--- config.mk ---
export PLATFORM = sky130hd
export DESIGN_NAME = hsv_rainbow_to_rgb_unit
export DESIGN_NICKNAME = d
export VERILOG_FILES = /design/src/rtl/hrgb_pkg.sv /design/src/rtl/hsv_rainbow_to_rgb_unit.sv
export SDC_FILE = /design/constraint.sdc
export NUM_CORES = 1
export LEC_CHECK = 0
export BUFFER_PORTS_ARGS = -buffer_cell sky130_fd_sc_hd__buf_2
export CAP_MARGIN = 20
export CORE_AREA = 3 3 228 230
export CTS_CLUSTER_DIAMETER = 200
export DETAILED_ROUTE_END_ITERATION = 7
export DIE_AREA = 0 0 231 233
export PLACE_DENSITY = 0.76
export SYNTH_ARGS = -nofsm -noshare
export SYNTH_HDL_FRONTEND = slang
export SYNTH_SLANG_ARGS = --single-unit
--- constraint.sdc ---
create_clock -name aclk -period 10.5 [get_ports aclk]
set_input_delay 2.1 -clock aclk [delete_from_list [all_inputs] [get_ports aclk]]
set_output_delay 2.1 -clock aclk [all_outputs]
set_load 0.05 [all_outputs]
--- src/rtl/hrgb_pkg.sv ---
// ----------------------------------------------------------------------------
// hrgb_pkg
// Shared types, constants and 8-bit scaling helpers for the rainbow HSV to RGB
// converter.
// ----------------------------------------------------------------------------
package hrgb_pkg;

    localparam int unsigned CHAN_W = 8;
    localparam int unsigned CFG_ADDR_W = 2;
    localparam int unsigned CFG_DATA_W = 8;

    // Ramp multipliers: one third and two thirds of full scale
    localparam logic [CHAN_W-1:0] THIRD      = 8'(256 / 3);
    localparam logic [CHAN_W-1:0] TWO_THIRDS = 8'((256 * 2) / 3);
    localparam logic [CHAN_W-1:0] CHAN_MAX   = 8'd255;

    // Configuration register indexes
    localparam logic [CFG_ADDR_W-1:0] CFG_YELLOW_STRONG = 2'd0;
    localparam logic [CFG_ADDR_W-1:0] CFG_GREEN_HALVE   = 2'd1;
    localparam logic [CFG_ADDR_W-1:0] CFG_GREEN_SCALE   = 2'd2;

    // Rainbow sections picked by the top three hue bits
    typedef enum logic [2:0] {
        SEC_RED    = 3'd0,
        SEC_ORANGE = 3'd1,
        SEC_YELLOW = 3'd2,
        SEC_GREEN  = 3'd3,
        SEC_AQUA   = 3'd4,
        SEC_BLUE   = 3'd5,
        SEC_PURPLE = 3'd6,
        SEC_PINK   = 3'd7
    } section_t;

    typedef struct packed {
        logic [CHAN_W-1:0] red;
        logic [CHAN_W-1:0] green;
        logic [CHAN_W-1:0] blue;
    } rgb_t;

    // (a * b) >> 8
    function automatic logic [CHAN_W-1:0] mul8(input logic [CHAN_W-1:0] a,
                                               input logic [CHAN_W-1:0] b);
        logic [2*CHAN_W-1:0] prod;
        prod = a * b;
        return prod[2*CHAN_W-1:CHAN_W];
    endfunction

    // (a * b) >> 8, plus one when both operands are nonzero
    function automatic logic [CHAN_W-1:0] mul8_video(input logic [CHAN_W-1:0] a,
                                                     input logic [CHAN_W-1:0] b);
        logic [CHAN_W-1:0] base;
        logic              bump;
        base = mul8(a, b);
        bump = (a != '0) && (b != '0);
        return base + CHAN_W'(bump);
    endfunction

endpackage

--- src/rtl/hsv_rainbow_to_rgb_unit.sv ---
// ----------------------------------------------------------------------------
// hsv_rainbow_to_rgb_unit
// Converts a stream of 8-bit HSV pixels to 8-bit RGB with an eight-section
// rainbow hue map. One pixel enters per clock while the pipeline has room;
// each result passes through four register stages, each holding one rank
// of 8x8 multipliers: ramp and squaring terms, hue section mapping with the
// green scale, saturation blend, and brightness scaling. A stall on the
// output side fills pipeline bubbles first, so the input keeps taking beats
// while a finished result waits. Configuration registers are sampled live
// by the stages and must only be written while the pipeline is empty.
// ----------------------------------------------------------------------------
module hsv_rainbow_to_rgb_unit
    import hrgb_pkg::*;
(
    input  logic                  aclk,
    input  logic                  aresetn,
    // Configuration write port
    input  logic                  cfg_we,
    input  logic [CFG_ADDR_W-1:0] cfg_addr,
    input  logic [CFG_DATA_W-1:0] cfg_wdata,
    // Pixel input
    input  logic                  s_tvalid,
    output logic                  s_tready,
    input  logic [23:0]           s_tdata,   // hue [7:0], saturation [15:8], brightness [23:16]
    // Pixel output
    output logic                  m_tvalid,
    input  logic                  m_tready,
    output logic [23:0]           m_tdata    // red [7:0], green [15:8], blue [23:16]
);

    // ------------------------------------------------------------------
    // Configuration registers
    // ------------------------------------------------------------------
    logic              yellow_strong_reg;
    logic              green_halve_reg;
    logic [CHAN_W-1:0] green_scale_reg;

    always_ff @(posedge aclk) begin
        if (!aresetn) begin
            yellow_strong_reg <= 1'b0;
            green_halve_reg   <= 1'b0;
            green_scale_reg   <= '0;
        end else if (cfg_we) begin
            unique case (cfg_addr)
                CFG_YELLOW_STRONG: yellow_strong_reg <= cfg_wdata[0];
                CFG_GREEN_HALVE:   green_halve_reg   <= cfg_wdata[0];
                CFG_GREEN_SCALE:   green_scale_reg   <= cfg_wdata;
                default: ;  // unused index: drop the write
            endcase
        end
    end

    // ------------------------------------------------------------------
    // Pipeline flow control: a stage loads when its upstream holds a beat
    // and it is empty or itself advancing.
    // ------------------------------------------------------------------
    logic s1_valid_reg, s2_valid_reg, s3_valid_reg, s4_valid_reg;
    logic s1_ready, s2_ready, s3_ready, s4_ready;
    logic s1_load, s2_load, s3_load, s4_load;

    assign s4_ready = !s4_valid_reg || m_tready;
    assign s3_ready = !s3_valid_reg || s4_ready;
    assign s2_ready = !s2_valid_reg || s3_ready;
    assign s1_ready = !s1_valid_reg || s2_ready;

    assign s1_load = s_tvalid && s1_ready;
    assign s2_load = s1_valid_reg && s2_ready;
    assign s3_load = s2_valid_reg && s3_ready;
    assign s4_load = s3_valid_reg && s4_ready;

    assign s_tready = s1_ready;
    assign m_tvalid = s4_valid_reg;

    always_ff @(posedge aclk) begin
        if (!aresetn) begin
            s1_valid_reg <= 1'b0;
            s2_valid_reg <= 1'b0;
            s3_valid_reg <= 1'b0;
            s4_valid_reg <= 1'b0;
        end else begin
            if (s1_ready) begin
                s1_valid_reg <= s_tvalid;
            end
            if (s2_ready) begin
                s2_valid_reg <= s1_valid_reg;
            end
            if (s3_ready) begin
                s3_valid_reg <= s2_valid_reg;
            end
            if (s4_ready) begin
                s4_valid_reg <= s3_valid_reg;
            end
        end
    end

    // ------------------------------------------------------------------
    // Stage 1: hue ramps, desaturation term, squared brightness
    // ------------------------------------------------------------------
    logic [CHAN_W-1:0] in_hue, in_sat, in_val;
    logic [CHAN_W-1:0] s1_ramp_next, s1_desat_next;

    logic [2:0]        s1_section_reg;
    logic [CHAN_W-1:0] s1_ramp_reg, s1_one3_reg, s1_two3_reg;
    logic [CHAN_W-1:0] s1_desat_reg, s1_vsq_reg;
    logic              s1_sat_full_reg, s1_sat_zero_reg, s1_val_full_reg;

    assign in_hue = s_tdata[7:0];
    assign in_sat = s_tdata[15:8];
    assign in_val = s_tdata[23:16];

    assign s1_ramp_next  = {in_hue[4:0], 3'b000};
    assign s1_desat_next = mul8_video(CHAN_MAX - in_sat, CHAN_MAX - in_sat);

    always_ff @(posedge aclk) begin
        if (s1_load) begin
            s1_section_reg  <= in_hue[7:5];
            s1_ramp_reg     <= s1_ramp_next;
            s1_one3_reg     <= mul8(s1_ramp_next, THIRD);
            s1_two3_reg     <= mul8(s1_ramp_next, TWO_THIRDS);
            s1_desat_reg    <= s1_desat_next;
            s1_vsq_reg      <= mul8_video(in_val, in_val);
            s1_sat_full_reg <= (in_sat == CHAN_MAX);
            s1_sat_zero_reg <= (in_sat == '0);
            s1_val_full_reg <= (in_val == CHAN_MAX);
        end
    end

    // ------------------------------------------------------------------
    // Stage 2: section mapping, green halving and green video scale
    // ------------------------------------------------------------------
    rgb_t              hue_rgb;
    logic [CHAN_W-1:0] green_halved;
    logic [CHAN_W-1:0] green_scaled;

    rgb_t              s2_rgb_reg;
    logic [CHAN_W-1:0] s2_desat_reg, s2_keep_reg, s2_vsq_reg;
    logic              s2_sat_full_reg, s2_sat_zero_reg, s2_val_full_reg;

    always_comb begin
        hue_rgb = '0;
        unique case (section_t'(s1_section_reg))
            SEC_RED: begin
                hue_rgb.red   = CHAN_MAX - s1_one3_reg;
                hue_rgb.green = s1_one3_reg;
            end
            SEC_ORANGE: begin
                if (yellow_strong_reg) begin
                    hue_rgb.red   = 8'd170 + s1_one3_reg;
                    hue_rgb.green = 8'd85 + s1_two3_reg;
                end else begin
                    hue_rgb.red   = 8'd171;
                    hue_rgb.green = 8'd85 + s1_one3_reg;
                end
            end
            SEC_YELLOW: begin
                if (yellow_strong_reg) begin
                    hue_rgb.red   = CHAN_MAX - s1_ramp_reg;
                    hue_rgb.green = CHAN_MAX;
                end else begin
                    hue_rgb.red   = 8'd171 - s1_two3_reg;
                    hue_rgb.green = 8'd170 + s1_one3_reg;
                end
            end
            SEC_GREEN: begin
                hue_rgb.green = CHAN_MAX - s1_one3_reg;
                hue_rgb.blue  = s1_one3_reg;
            end
            SEC_AQUA: begin
                hue_rgb.green = 8'd171 - s1_two3_reg;
                hue_rgb.blue  = 8'd85 + s1_two3_reg;
            end
            SEC_BLUE: begin
                hue_rgb.red  = s1_one3_reg;
                hue_rgb.blue = CHAN_MAX - s1_one3_reg;
            end
            SEC_PURPLE: begin
                hue_rgb.red  = 8'd85 + s1_one3_reg;
                hue_rgb.blue = 8'd171 - s1_one3_reg;
            end
            SEC_PINK: begin
                hue_rgb.red  = 8'd170 + s1_one3_reg;
                hue_rgb.blue = 8'd85 - s1_one3_reg;
            end
            default: hue_rgb = '0;
        endcase
    end

    assign green_halved = green_halve_reg ? {1'b0, hue_rgb.green[CHAN_W-1:1]} : hue_rgb.green;
    assign green_scaled = (green_scale_reg != '0) ? mul8_video(green_halved, green_scale_reg)
                                                  : green_halved;

    always_ff @(posedge aclk) begin
        if (s2_load) begin
            s2_rgb_reg.red   <= hue_rgb.red;
            s2_rgb_reg.green <= green_scaled;
            s2_rgb_reg.blue  <= hue_rgb.blue;
            s2_desat_reg     <= s1_desat_reg;
            s2_keep_reg      <= CHAN_MAX - s1_desat_reg;
            s2_vsq_reg       <= s1_vsq_reg;
            s2_sat_full_reg  <= s1_sat_full_reg;
            s2_sat_zero_reg  <= s1_sat_zero_reg;
            s2_val_full_reg  <= s1_val_full_reg;
        end
    end

    // ------------------------------------------------------------------
    // Stage 3: saturation - hold full color, force white, or blend
    // toward the desaturation floor
    // ------------------------------------------------------------------
    rgb_t              sat_rgb;
    rgb_t              s3_rgb_reg;
    logic [CHAN_W-1:0] s3_vsq_reg;
    logic              s3_val_full_reg;

    always_comb begin
        if (s2_sat_full_reg) begin
            sat_rgb = s2_rgb_reg;
        end else if (s2_sat_zero_reg) begin
            sat_rgb = '{red: CHAN_MAX, green: CHAN_MAX, blue: CHAN_MAX};
        end else begin
            sat_rgb.red   = mul8(s2_rgb_reg.red,   s2_keep_reg) + s2_desat_reg;
            sat_rgb.green = mul8(s2_rgb_reg.green, s2_keep_reg) + s2_desat_reg;
            sat_rgb.blue  = mul8(s2_rgb_reg.blue,  s2_keep_reg) + s2_desat_reg;
        end
    end

    always_ff @(posedge aclk) begin
        if (s3_load) begin
            s3_rgb_reg      <= sat_rgb;
            s3_vsq_reg      <= s2_vsq_reg;
            s3_val_full_reg <= s2_val_full_reg;
        end
    end

    // ------------------------------------------------------------------
    // Stage 4: brightness scale, output register. A zero squared
    // brightness multiplies every channel to black.
    // ------------------------------------------------------------------
    rgb_t val_rgb;
    rgb_t s4_rgb_reg;

    always_comb begin
        if (s3_val_full_reg) begin
            val_rgb = s3_rgb_reg;
        end else begin
            val_rgb.red   = mul8(s3_rgb_reg.red,   s3_vsq_reg);
            val_rgb.green = mul8(s3_rgb_reg.green, s3_vsq_reg);
            val_rgb.blue  = mul8(s3_rgb_reg.blue,  s3_vsq_reg);
        end
    end

    always_ff @(posedge aclk) begin
        if (s4_load) begin
            s4_rgb_reg <= val_rgb;
        end
    end

    assign m_tdata = {s4_rgb_reg.blue, s4_rgb_reg.green, s4_rgb_reg.red};

    // ------------------------------------------------------------------
    // Assertions
    // ------------------------------------------------------------------
`ifndef SYNTH
    // A stage that cannot hand off its beat keeps it
    a_s1_hold: assert property (@(posedge aclk) disable iff (!aresetn)
        (s1_valid_reg && !s2_ready) |=> s1_valid_reg)
        else $error("stage 1 beat lost under stall");

    // Zero saturation yields white ahead of the brightness stage
    a_white: assert property (@(posedge aclk) disable iff (!aresetn)
        (s3_load && s2_sat_zero_reg) |=>
            (s3_rgb_reg.red == CHAN_MAX && s3_rgb_reg.green == CHAN_MAX &&
             s3_rgb_reg.blue == CHAN_MAX))
        else $error("zero saturation did not give white");

    // Zero squared brightness yields a black output beat
    a_black: assert property (@(posedge aclk) disable iff (!aresetn)
        (s4_load && !s3_val_full_reg && s3_vsq_reg == '0) |=> (m_tdata == '0))
        else $error("zero brightness did not give black");
`endif

endmodule

==> results of run 1 <==
[kinds of logic (layout without fill, tap and decap cells)]
family	after synthesis	in the layout
AND/OR/NAND/NOR	839	839
adder cells (fa/ha/maj)	634	634
buffers and inverters	558	554
AO/OA/AOI/OAI	353	353
flip-flops	157	157
XOR/XNOR	136	136
multiplexers	29	29
other	1	1
[placed cells by master (no fill, tap or decap), drive strengths merged, types with 11 or more instances in the layout]
| cell type | count |
|---|---|
| o21bai | 14 |
| a21o | 28 |
| mux2i | 17 |
| o21ai | 80 |
| buf | 83 |
| and2 | 238 |
| nand3 | 23 |
| and3 | 17 |
| fa | 299 |
| mux2 | 12 |
| inv | 443 |
| nor2 | 130 |
| a211oi | 17 |
| ha | 334 |
| dfxtp | 14 |
| nand2 | 303 |
| o21a | 17 |
| a31oi | 11 |
| nand2b | 12 |
| nor3 | 23 |
| clkbuf | 17 |
| or2 | 12 |
| xor2 | 36 |
| nor2b | 42 |
| a21oi | 101 |
| edfxtp | 143 |
| xnor2 | 99 |
[how the worst min path moves through the flow]
| stage | endpoint | startpoint | depth (start not counted) |
|---|---|---|---|
| after global routing | s2_vsq_reg[0] | s1_vsq_reg[0] | 0 |
| final | s3_vsq_reg[5] | s2_vsq_reg[5] | 0 |
| after detailed placement | s2_vsq_reg[0] | s1_vsq_reg[0] | 0 |
| after global placement | s2_vsq_reg[6] | s1_vsq_reg[6] | 0 |
| after floorplan | s2_sat_full_reg | s1_sat_full_reg | 0 |
| after CTS | s2_vsq_reg[0] | s1_vsq_reg[0] | 0 |
[cells in the mapped netlist, drive strengths merged, types with 7 or more instances]
library cell | instances | area (um^2)
inv | 439 | 1648
ha | 334 | 4179
nand2 | 303 | 1137
fa | 299 | 5986
and2 | 238 | 1489
edfxtp | 143 | 4294
nor2 | 130 | 490.5
a21oi | 101 | 509.2
clkbuf | 101 | 380.4
xnor2 | 99 | 867.1
o21ai | 80 | 400.4
nor2b | 42 | 262.8
xor2 | 36 | 315.3
a21o | 28 | 210.2
nand3 | 23 | 115.1
nor3 | 23 | 115.1
buf | 18 | 111.4
a211oi | 17 | 137.6
and3 | 17 | 106.4
mux2i | 17 | 170.2
o21a | 17 | 127.6
dfxtp | 14 | 280.3
o21bai | 14 | 105.1
mux2 | 12 | 135.1
nand2b | 12 | 75.07
or2 | 12 | 75.08
a31oi | 11 | 68.82
a2111oi | 9 | 117.6
o31ai | 9 | 67.56
a31o | 7 | 70.07
nand4 | 7 | 43.79
[per-layer routing]
metal  GRT usage (%)  routed length [um]  up-vias
met3           2.938                2704      112
met5               0                   0        -
met2           39.38               28400      487
met4           8.348                1656        0
met1           28.49               24870     9212
li1                -                   -     8719
[worst max-delay path, delay by kind of cell (launching register included)]
kind	cells	cell delay [ns]
adders and majority gates	7	2.92
and+or+nand+nor	5	0.79
DFF	1	0.78
buffers and inverters	5	0.60
muxes	1	0.28
xor gates and xnor gates	2	0.42
AOI/OAI and AO/OA	12	2.71
[final cells by class]
class / count / share of cell area (%)
Clock buffer: 17 / 1.615
Clock inverter: 15 / 0.5226
Inverter: 439 / 6.257
Multi-Input combinational cell: 1992 / 69.29
Sequential cell: 157 / 17.37
Tap cell: 672 / 3.192
Timing Repair Buffer: 83 / 1.758
[where the power goes]
part           switching [mW]  internal [mW]  total [mW]
logic                    1.97           1.56        3.52
registers               0.136          0.850       0.986
clock network           0.285          0.328       0.613
total                    2.39           2.73        5.12
==> flow_summary_export.csv, run 1 <==
group,metric,value,unit
run_status,outcome,"finished with violations",
run_status,violations,"DRC",
synth,ys_ff_latch,157,
sta,worst_pin_slew,1.006,ns
cts,numCtsBuffers,17,
finish,area_growth,5.641,%
finish,fin_nets,3362,
synth,ys.flop_type,"edfxtp_1",
sta,setup_viol,0,
routing,first_pass_iters,8,
finish,final_cells,3375,
routing,drc_errors,2,
routing,drt_wl_total,57630,um
global_route,grt_overflow,0,
finish,regArea,4574,um^2
setup_path,required,10.70,ns
cts,root_buffer,"clkbuf_16",
setup_path,cpPeakStageDelay,0.78,ns
routing,postRouteAntennaNets,0,
routing,wl_per_cell,17.08,um
global_route,grt_pass1_vias,19880,
power,vdd_drop_max,0.0001746,V
routing,drtIter0Drc,1380,
sta,rsz0062_at_grt,"no",
sta,hold_viol,0,
sta,clock_skew,0.01151,ns
sta,setup_slack,1.694,ns
cts,htree_num_levels,4,
finish,antenna_cells,0,
setup_path,reg2reg_from,"s1_two3_reg[3]",
setup_path,critPathKind,"register to register",
finish,postLayoutCoreUtil,52.60,%
placed_design,dp_slack,1.844,ns
setup_path,reg2reg_slack,1.69,ns
synth,synth_cell_types,88,
floorplanning,start_util,49.80,%
cts,cts_sinks,157,
setup_path,cp-start-kind,"register",
job,cap_violations,0,
finish,fill_cells,4507,
finish,finalInstanceArea,26340,um^2
synth,synth_compound_area_share,9.530,%
setup_path,setup.worst_path.end,"s2_rgb_reg[12]",
synth,synth_top_family_by_area,"adder cells",
routing,vias_per_cell,5.490,
floorplanning,rows,82,
synth,synth-simple-area-share,16.65,%
synth,synth.avg_cell_area,9.210,um^2
hold_path,min_path_type,"register to register",
global_route,grt_usage,22.50,%
sta,fmax,113.6,MHz
cts,cts_tree,"built",
floorplanning,num_io_pins,65,
global_route,grt_first_pass_wirelength,97460,um
cts,postCtsHoldBufs,0,
synth,synth_edf_count,143,
cts,clkLatencyLatePin,0.48,ns
setup_path,path_max_fanout,19,
sta,slew_violations,0,
synth,yosys.area_share.xor_xnor,4.838,%
global_route,grt_antenna_before_repair,0,
placed_design,placed_cell_area,25770,um^2
cts,cts_resized,0,
setup_path,crit_path_end_kind,"register",
sta,setup_tns,0,ns
synth,synth.area.mux_share,1.225,%
placed_design,gp_congestion,0.8835,
synth,yosysSeqAreaShare,18.35,%
placed_design,hpwl,45210,um
sta,maxSlewHeadroom,32.91,%
routing,num_vias,18530,
setup_path,rr_endpoint,"s2_rgb_reg[12]",
cts,path_clk_slew,0.07,ns
synth,syn-num-nets,3379,
cts,clk_path_buf_depth,2,
sta,period_needed,8.806,ns
finish,drive_above_1_share,6.141,%
synth,syn_inst,2707,
power,total_power,5.123,mW
global_route,grt_max_degree,52,
placed_design,placedCellCount,3342,
placed_design,io_buffers,64,
cts,postCtsSetupBuffers,0,
floorplanning,die-height,233,um
floorplanning,die-area,53820,um^2
synth,netlist_area,24930,um^2
sta,fin_crit_sh,83.87,%
setup_path,critical_path.startpoint,"s1_two3_reg[3]",
sta,holdWs,0.4191,ns
setup_path,r2r_cells,32,
synth,ys_warn_count,0,
floorplanning,core,50070,um^2
finish,multi_input_area,18250,um^2
power,p_leak,12.94,nW
synth,synthAdderAreaFrac,40.81,%
synth,synthArstFlopShare,0,%
setup_path,cp.arrival,9.01,ns
floorplanning,die_x,231,um
power,pwr_density_cell,194.5,nW/um^2
setup_path,cpMaxStageDelayCell,"edfxtp_1",
No activity file was read; power rests on OpenSTA's default activity.
==> inputs of run 2 (changes only) <==
- ABC_AREA: default -> 1
- PLACE_DENSITY: 0.76 -> 0.78
- clock period: 10.5 -> 7.9 ns (I/O delays scaled with it)
==> run 2 against run 1 <==
  * Cell count grew 12%
  * Power grew 65%
  * Clock-buffer cell count grew 1
  * The flow now finishes without violations
  * Utilization grew 0.42 points
  * Largest cell class unchanged
  * Worst setup slack lost 0.75 ns
  * First-iteration DRC count shrank 11%
  * Area after synthesis grew 0.54%
  * Clock power grew 33%
==> flow_summary_export.csv, run 2 <==
group,metric,value,unit
floorplanning,start_util,50.06,%
sta,setup_tns,0,ns
synth,yosysSeqAreaShare,18.25,%
global_route,grt_antenna_before_repair,0,
sta,hold_viol,0,
cts,htree_num_levels,4,
floorplanning,core,50070,um^2
synth,synth_top_area_share,23.88,%
global_route,grt_max_degree,52,
sta,worst_pin_slew,1.028,ns
routing,drt_wl_total,54650,um
cts,root_buffer,"clkbuf_16",
setup_path,critPathKind,"register to register",
floorplanning,die-height,233,um
synth,synth_edf_count,143,
global_route,grt_pass1_vias,19400,
finish,mostFrequentLayoutCells,"inv_1 (764), nand2_1 (662), ha_1 (334), fa_1 (299), nor2_1 (180)",
setup_path,path_max_fanout,12,
synth,yosysTopAreaCell,"fa_1",
setup_path,cp.arrival,7.17,ns
cts,cts_resized,0,
floorplanning,die_x,231,um
routing,drtIter0Drc,1222,
placed_design,gp_congestion,0.9466,
synth,ys.flop_type,"edfxtp_1",
routing,wl_met2,26540,um
run_status,outcome,"finished, final reports clean",
cts,postCtsHoldBufs,0,
setup_path,cpMaxStageDelayCell,"edfxtp_1",
setup_path,required,8.12,ns
sta,fin_crit_sh,88.02,%
sta,period_needed,6.954,ns
finish,final_cells,3774,
sta,fmax,143.8,MHz
cts,clk_path_buf_depth,2,
finish,final_common_cell,"inv_1",
synth,syn_inst,3098,
sta,clock_skew,0.01218,ns
routing,wl_per_cell,14.48,um
synth,synth.most_common_cell,"inv_1",
setup_path,cpPeakStageDelay,0.63,ns
cts,postCtsSetupBuffers,0,
finish,drive_above_1_share,5.609,%
synth,synth_top_cells_by_area,"fa_1 (24%), edfxtp_1 (17%), ha_1 (17%), inv_1 (11%), nand2_1 (9.9%)",
finish,area_growth,5.920,%
finish,finalInstanceArea,26550,um^2
sta,maxSlewHeadroom,31.49,%
power,p_leak,14.80,nW
placed_design,placed_cell_area,25950,um^2
routing,drt-met1-wl,23640,um
cts,numCtsBuffers,17,
placed_design,io_buffers,64,
power,vdd_drop_max,0.0002680,V
power,pwr_density_cell,318.0,nW/um^2
routing,drc_errors,0,
cts,cts_sinks,157,
routing,maxUsedRoutingLayer,"met4",
floorplanning,rows,82,
sta,setup_viol,0,
synth,ys_warn_count,0,
setup_path,cp-start-kind,"register",
finish,fin_nets,3761,
setup_path,cpMostUsedCell,"nand2_1",
cts,path_clk_slew,0.07,ns
synth,ys_ff_latch,157,
placed_design,hpwl,44060,um
sta,slew_violations,0,
synth,synth_cell_types,59,
synth,synth.avg_cell_area,8.091,um^2
synth,synthTopCellsByCount,"inv_1 (765), nand2_1 (662), ha_1 (334)",
hold_path,min_path_type,"register to register",
global_route,grt_usage,21.22,%
cts,clkLatencyLatePin,0.46,ns
job,cap_violations,0,
synth,synthArstFlopShare,0,%
synth,syn-num-nets,3770,
cts,cts_tree,"built",
routing,postRouteAntennaNets,0,
placed_design,placedCellCount,3741,
routing,first_pass_iters,5,
global_route,grt_overflow,0,
sta,rsz0062_at_grt,"no",
floorplanning,die-area,53820,um^2
routing,wl_met3,2959,um
routing,num_vias,19370,
floorplanning,num_io_pins,65,
hold_path,holdPathStages,0,
synth,netlist_area,25070,um^2
global_route,grt_first_pass_wirelength,93050,um
finish,antenna_cells,0,
setup_path,r2r_cells,31,
setup_path,crit_path_end_kind,"register",
routing,vias_per_cell,5.133,
-- run 2: cell count changes after synthesis, sizes merged, moves of 14 or more --
| cell | change |
|---|---|
| nand3 | +51 |
| and3 | -16 |
| nor2b | -42 |
| a21o | -18 |
| nor2 | +63 |
| nand2 | +377 |
| xor2 | +40 |
| o21a | -14 |
| o22ai | +14 |
| and2 | -235 |
| nand4 | +16 |
| mux2i | -17 |
| inv | +336 |
| xnor2 | -65 |
-- run 2: per-stage QoR --
| step | worst slack [ns] | power, mW | hold WS (ns) | utilization (%) |
|---|---|---|---|---|
| 6_report | 0.9462 | 8.442 | 0.4194 | 53.03 |
| 3_5_place_dp | 1.049 | 7.591 | 0.4045 | 51.84 |
| 4_1_cts | 1.016 | 8.484 | 0.4186 | 52.99 |
| 5_1_grt | 0.3695 | 9.529 | 0.4170 | 53.03 |
| 2_1_floorplan | 1.812 | 6.237 | 0.4003 | - |
| 3_3_place_gp | 1.109 | 7.408 | 0.4009 | 51.84 |
-- run 2: routing by layer --
layer / track usage [%] / up-vias
met5: 0 / -
met4: 6.992 / 0
met3: 3.293 / 91
met2: 36.53 / 557
li1: - / 9485
met1: 27.42 / 9240
-- run 2: cell families after synthesis --
group | share of synthesized area (%)
flip-flops | 18.25
AND/OR/NAND/NOR | 16.83
buffers and inverters | 13.37
XOR/XNOR | 3.843
other | 0.01496
AO/OA/AOI/OAI | 7.148
adder cells (fa/ha/maj) | 40.55
-- run 2: worst paths after layout --
check,startpoint,slack [ns],to
max,s1_two3_reg[3],0.95,s2_rgb_reg[15]
min,s1_vsq_reg[3],0.42,s2_vsq_reg[3]
max reg2reg,s1_two3_reg[3],0.95,s2_rgb_reg[15]
min reg2reg,s1_vsq_reg[3],0.42,s2_vsq_reg[3]
-- run 2: area by class of cell --
cell class	count	area [um^2]
clock buffer	18	429.2
clock inverter	14	147.6
fill	4699	23520
inverter	777	2917
multi-input combinational	2051	17150
sequential	157	4574
tap	672	840.8
timing repair buffer	85	490.5
-- run 2: worst max-delay path: cells and delay by family, from the launching register on --
family | cells | cell delay (ns)
XOR/XNOR | 1 | 0.18
adder cells (fa/ha/maj) | 6 | 2.68
AND/OR/NAND/NOR | 13 | 1.28
buffers and inverters | 4 | 0.37
AO/OA/AOI/OAI | 7 | 1.54
flip-flops | 1 | 0.63
-- run 2: power breakdown --
part | internal, mW | total [mW] | switching, mW
logic | 2.58 | 6.25 | 3.66
clock network | 0.445 | 0.814 | 0.369
registers | 1.18 | 1.38 | 0.198
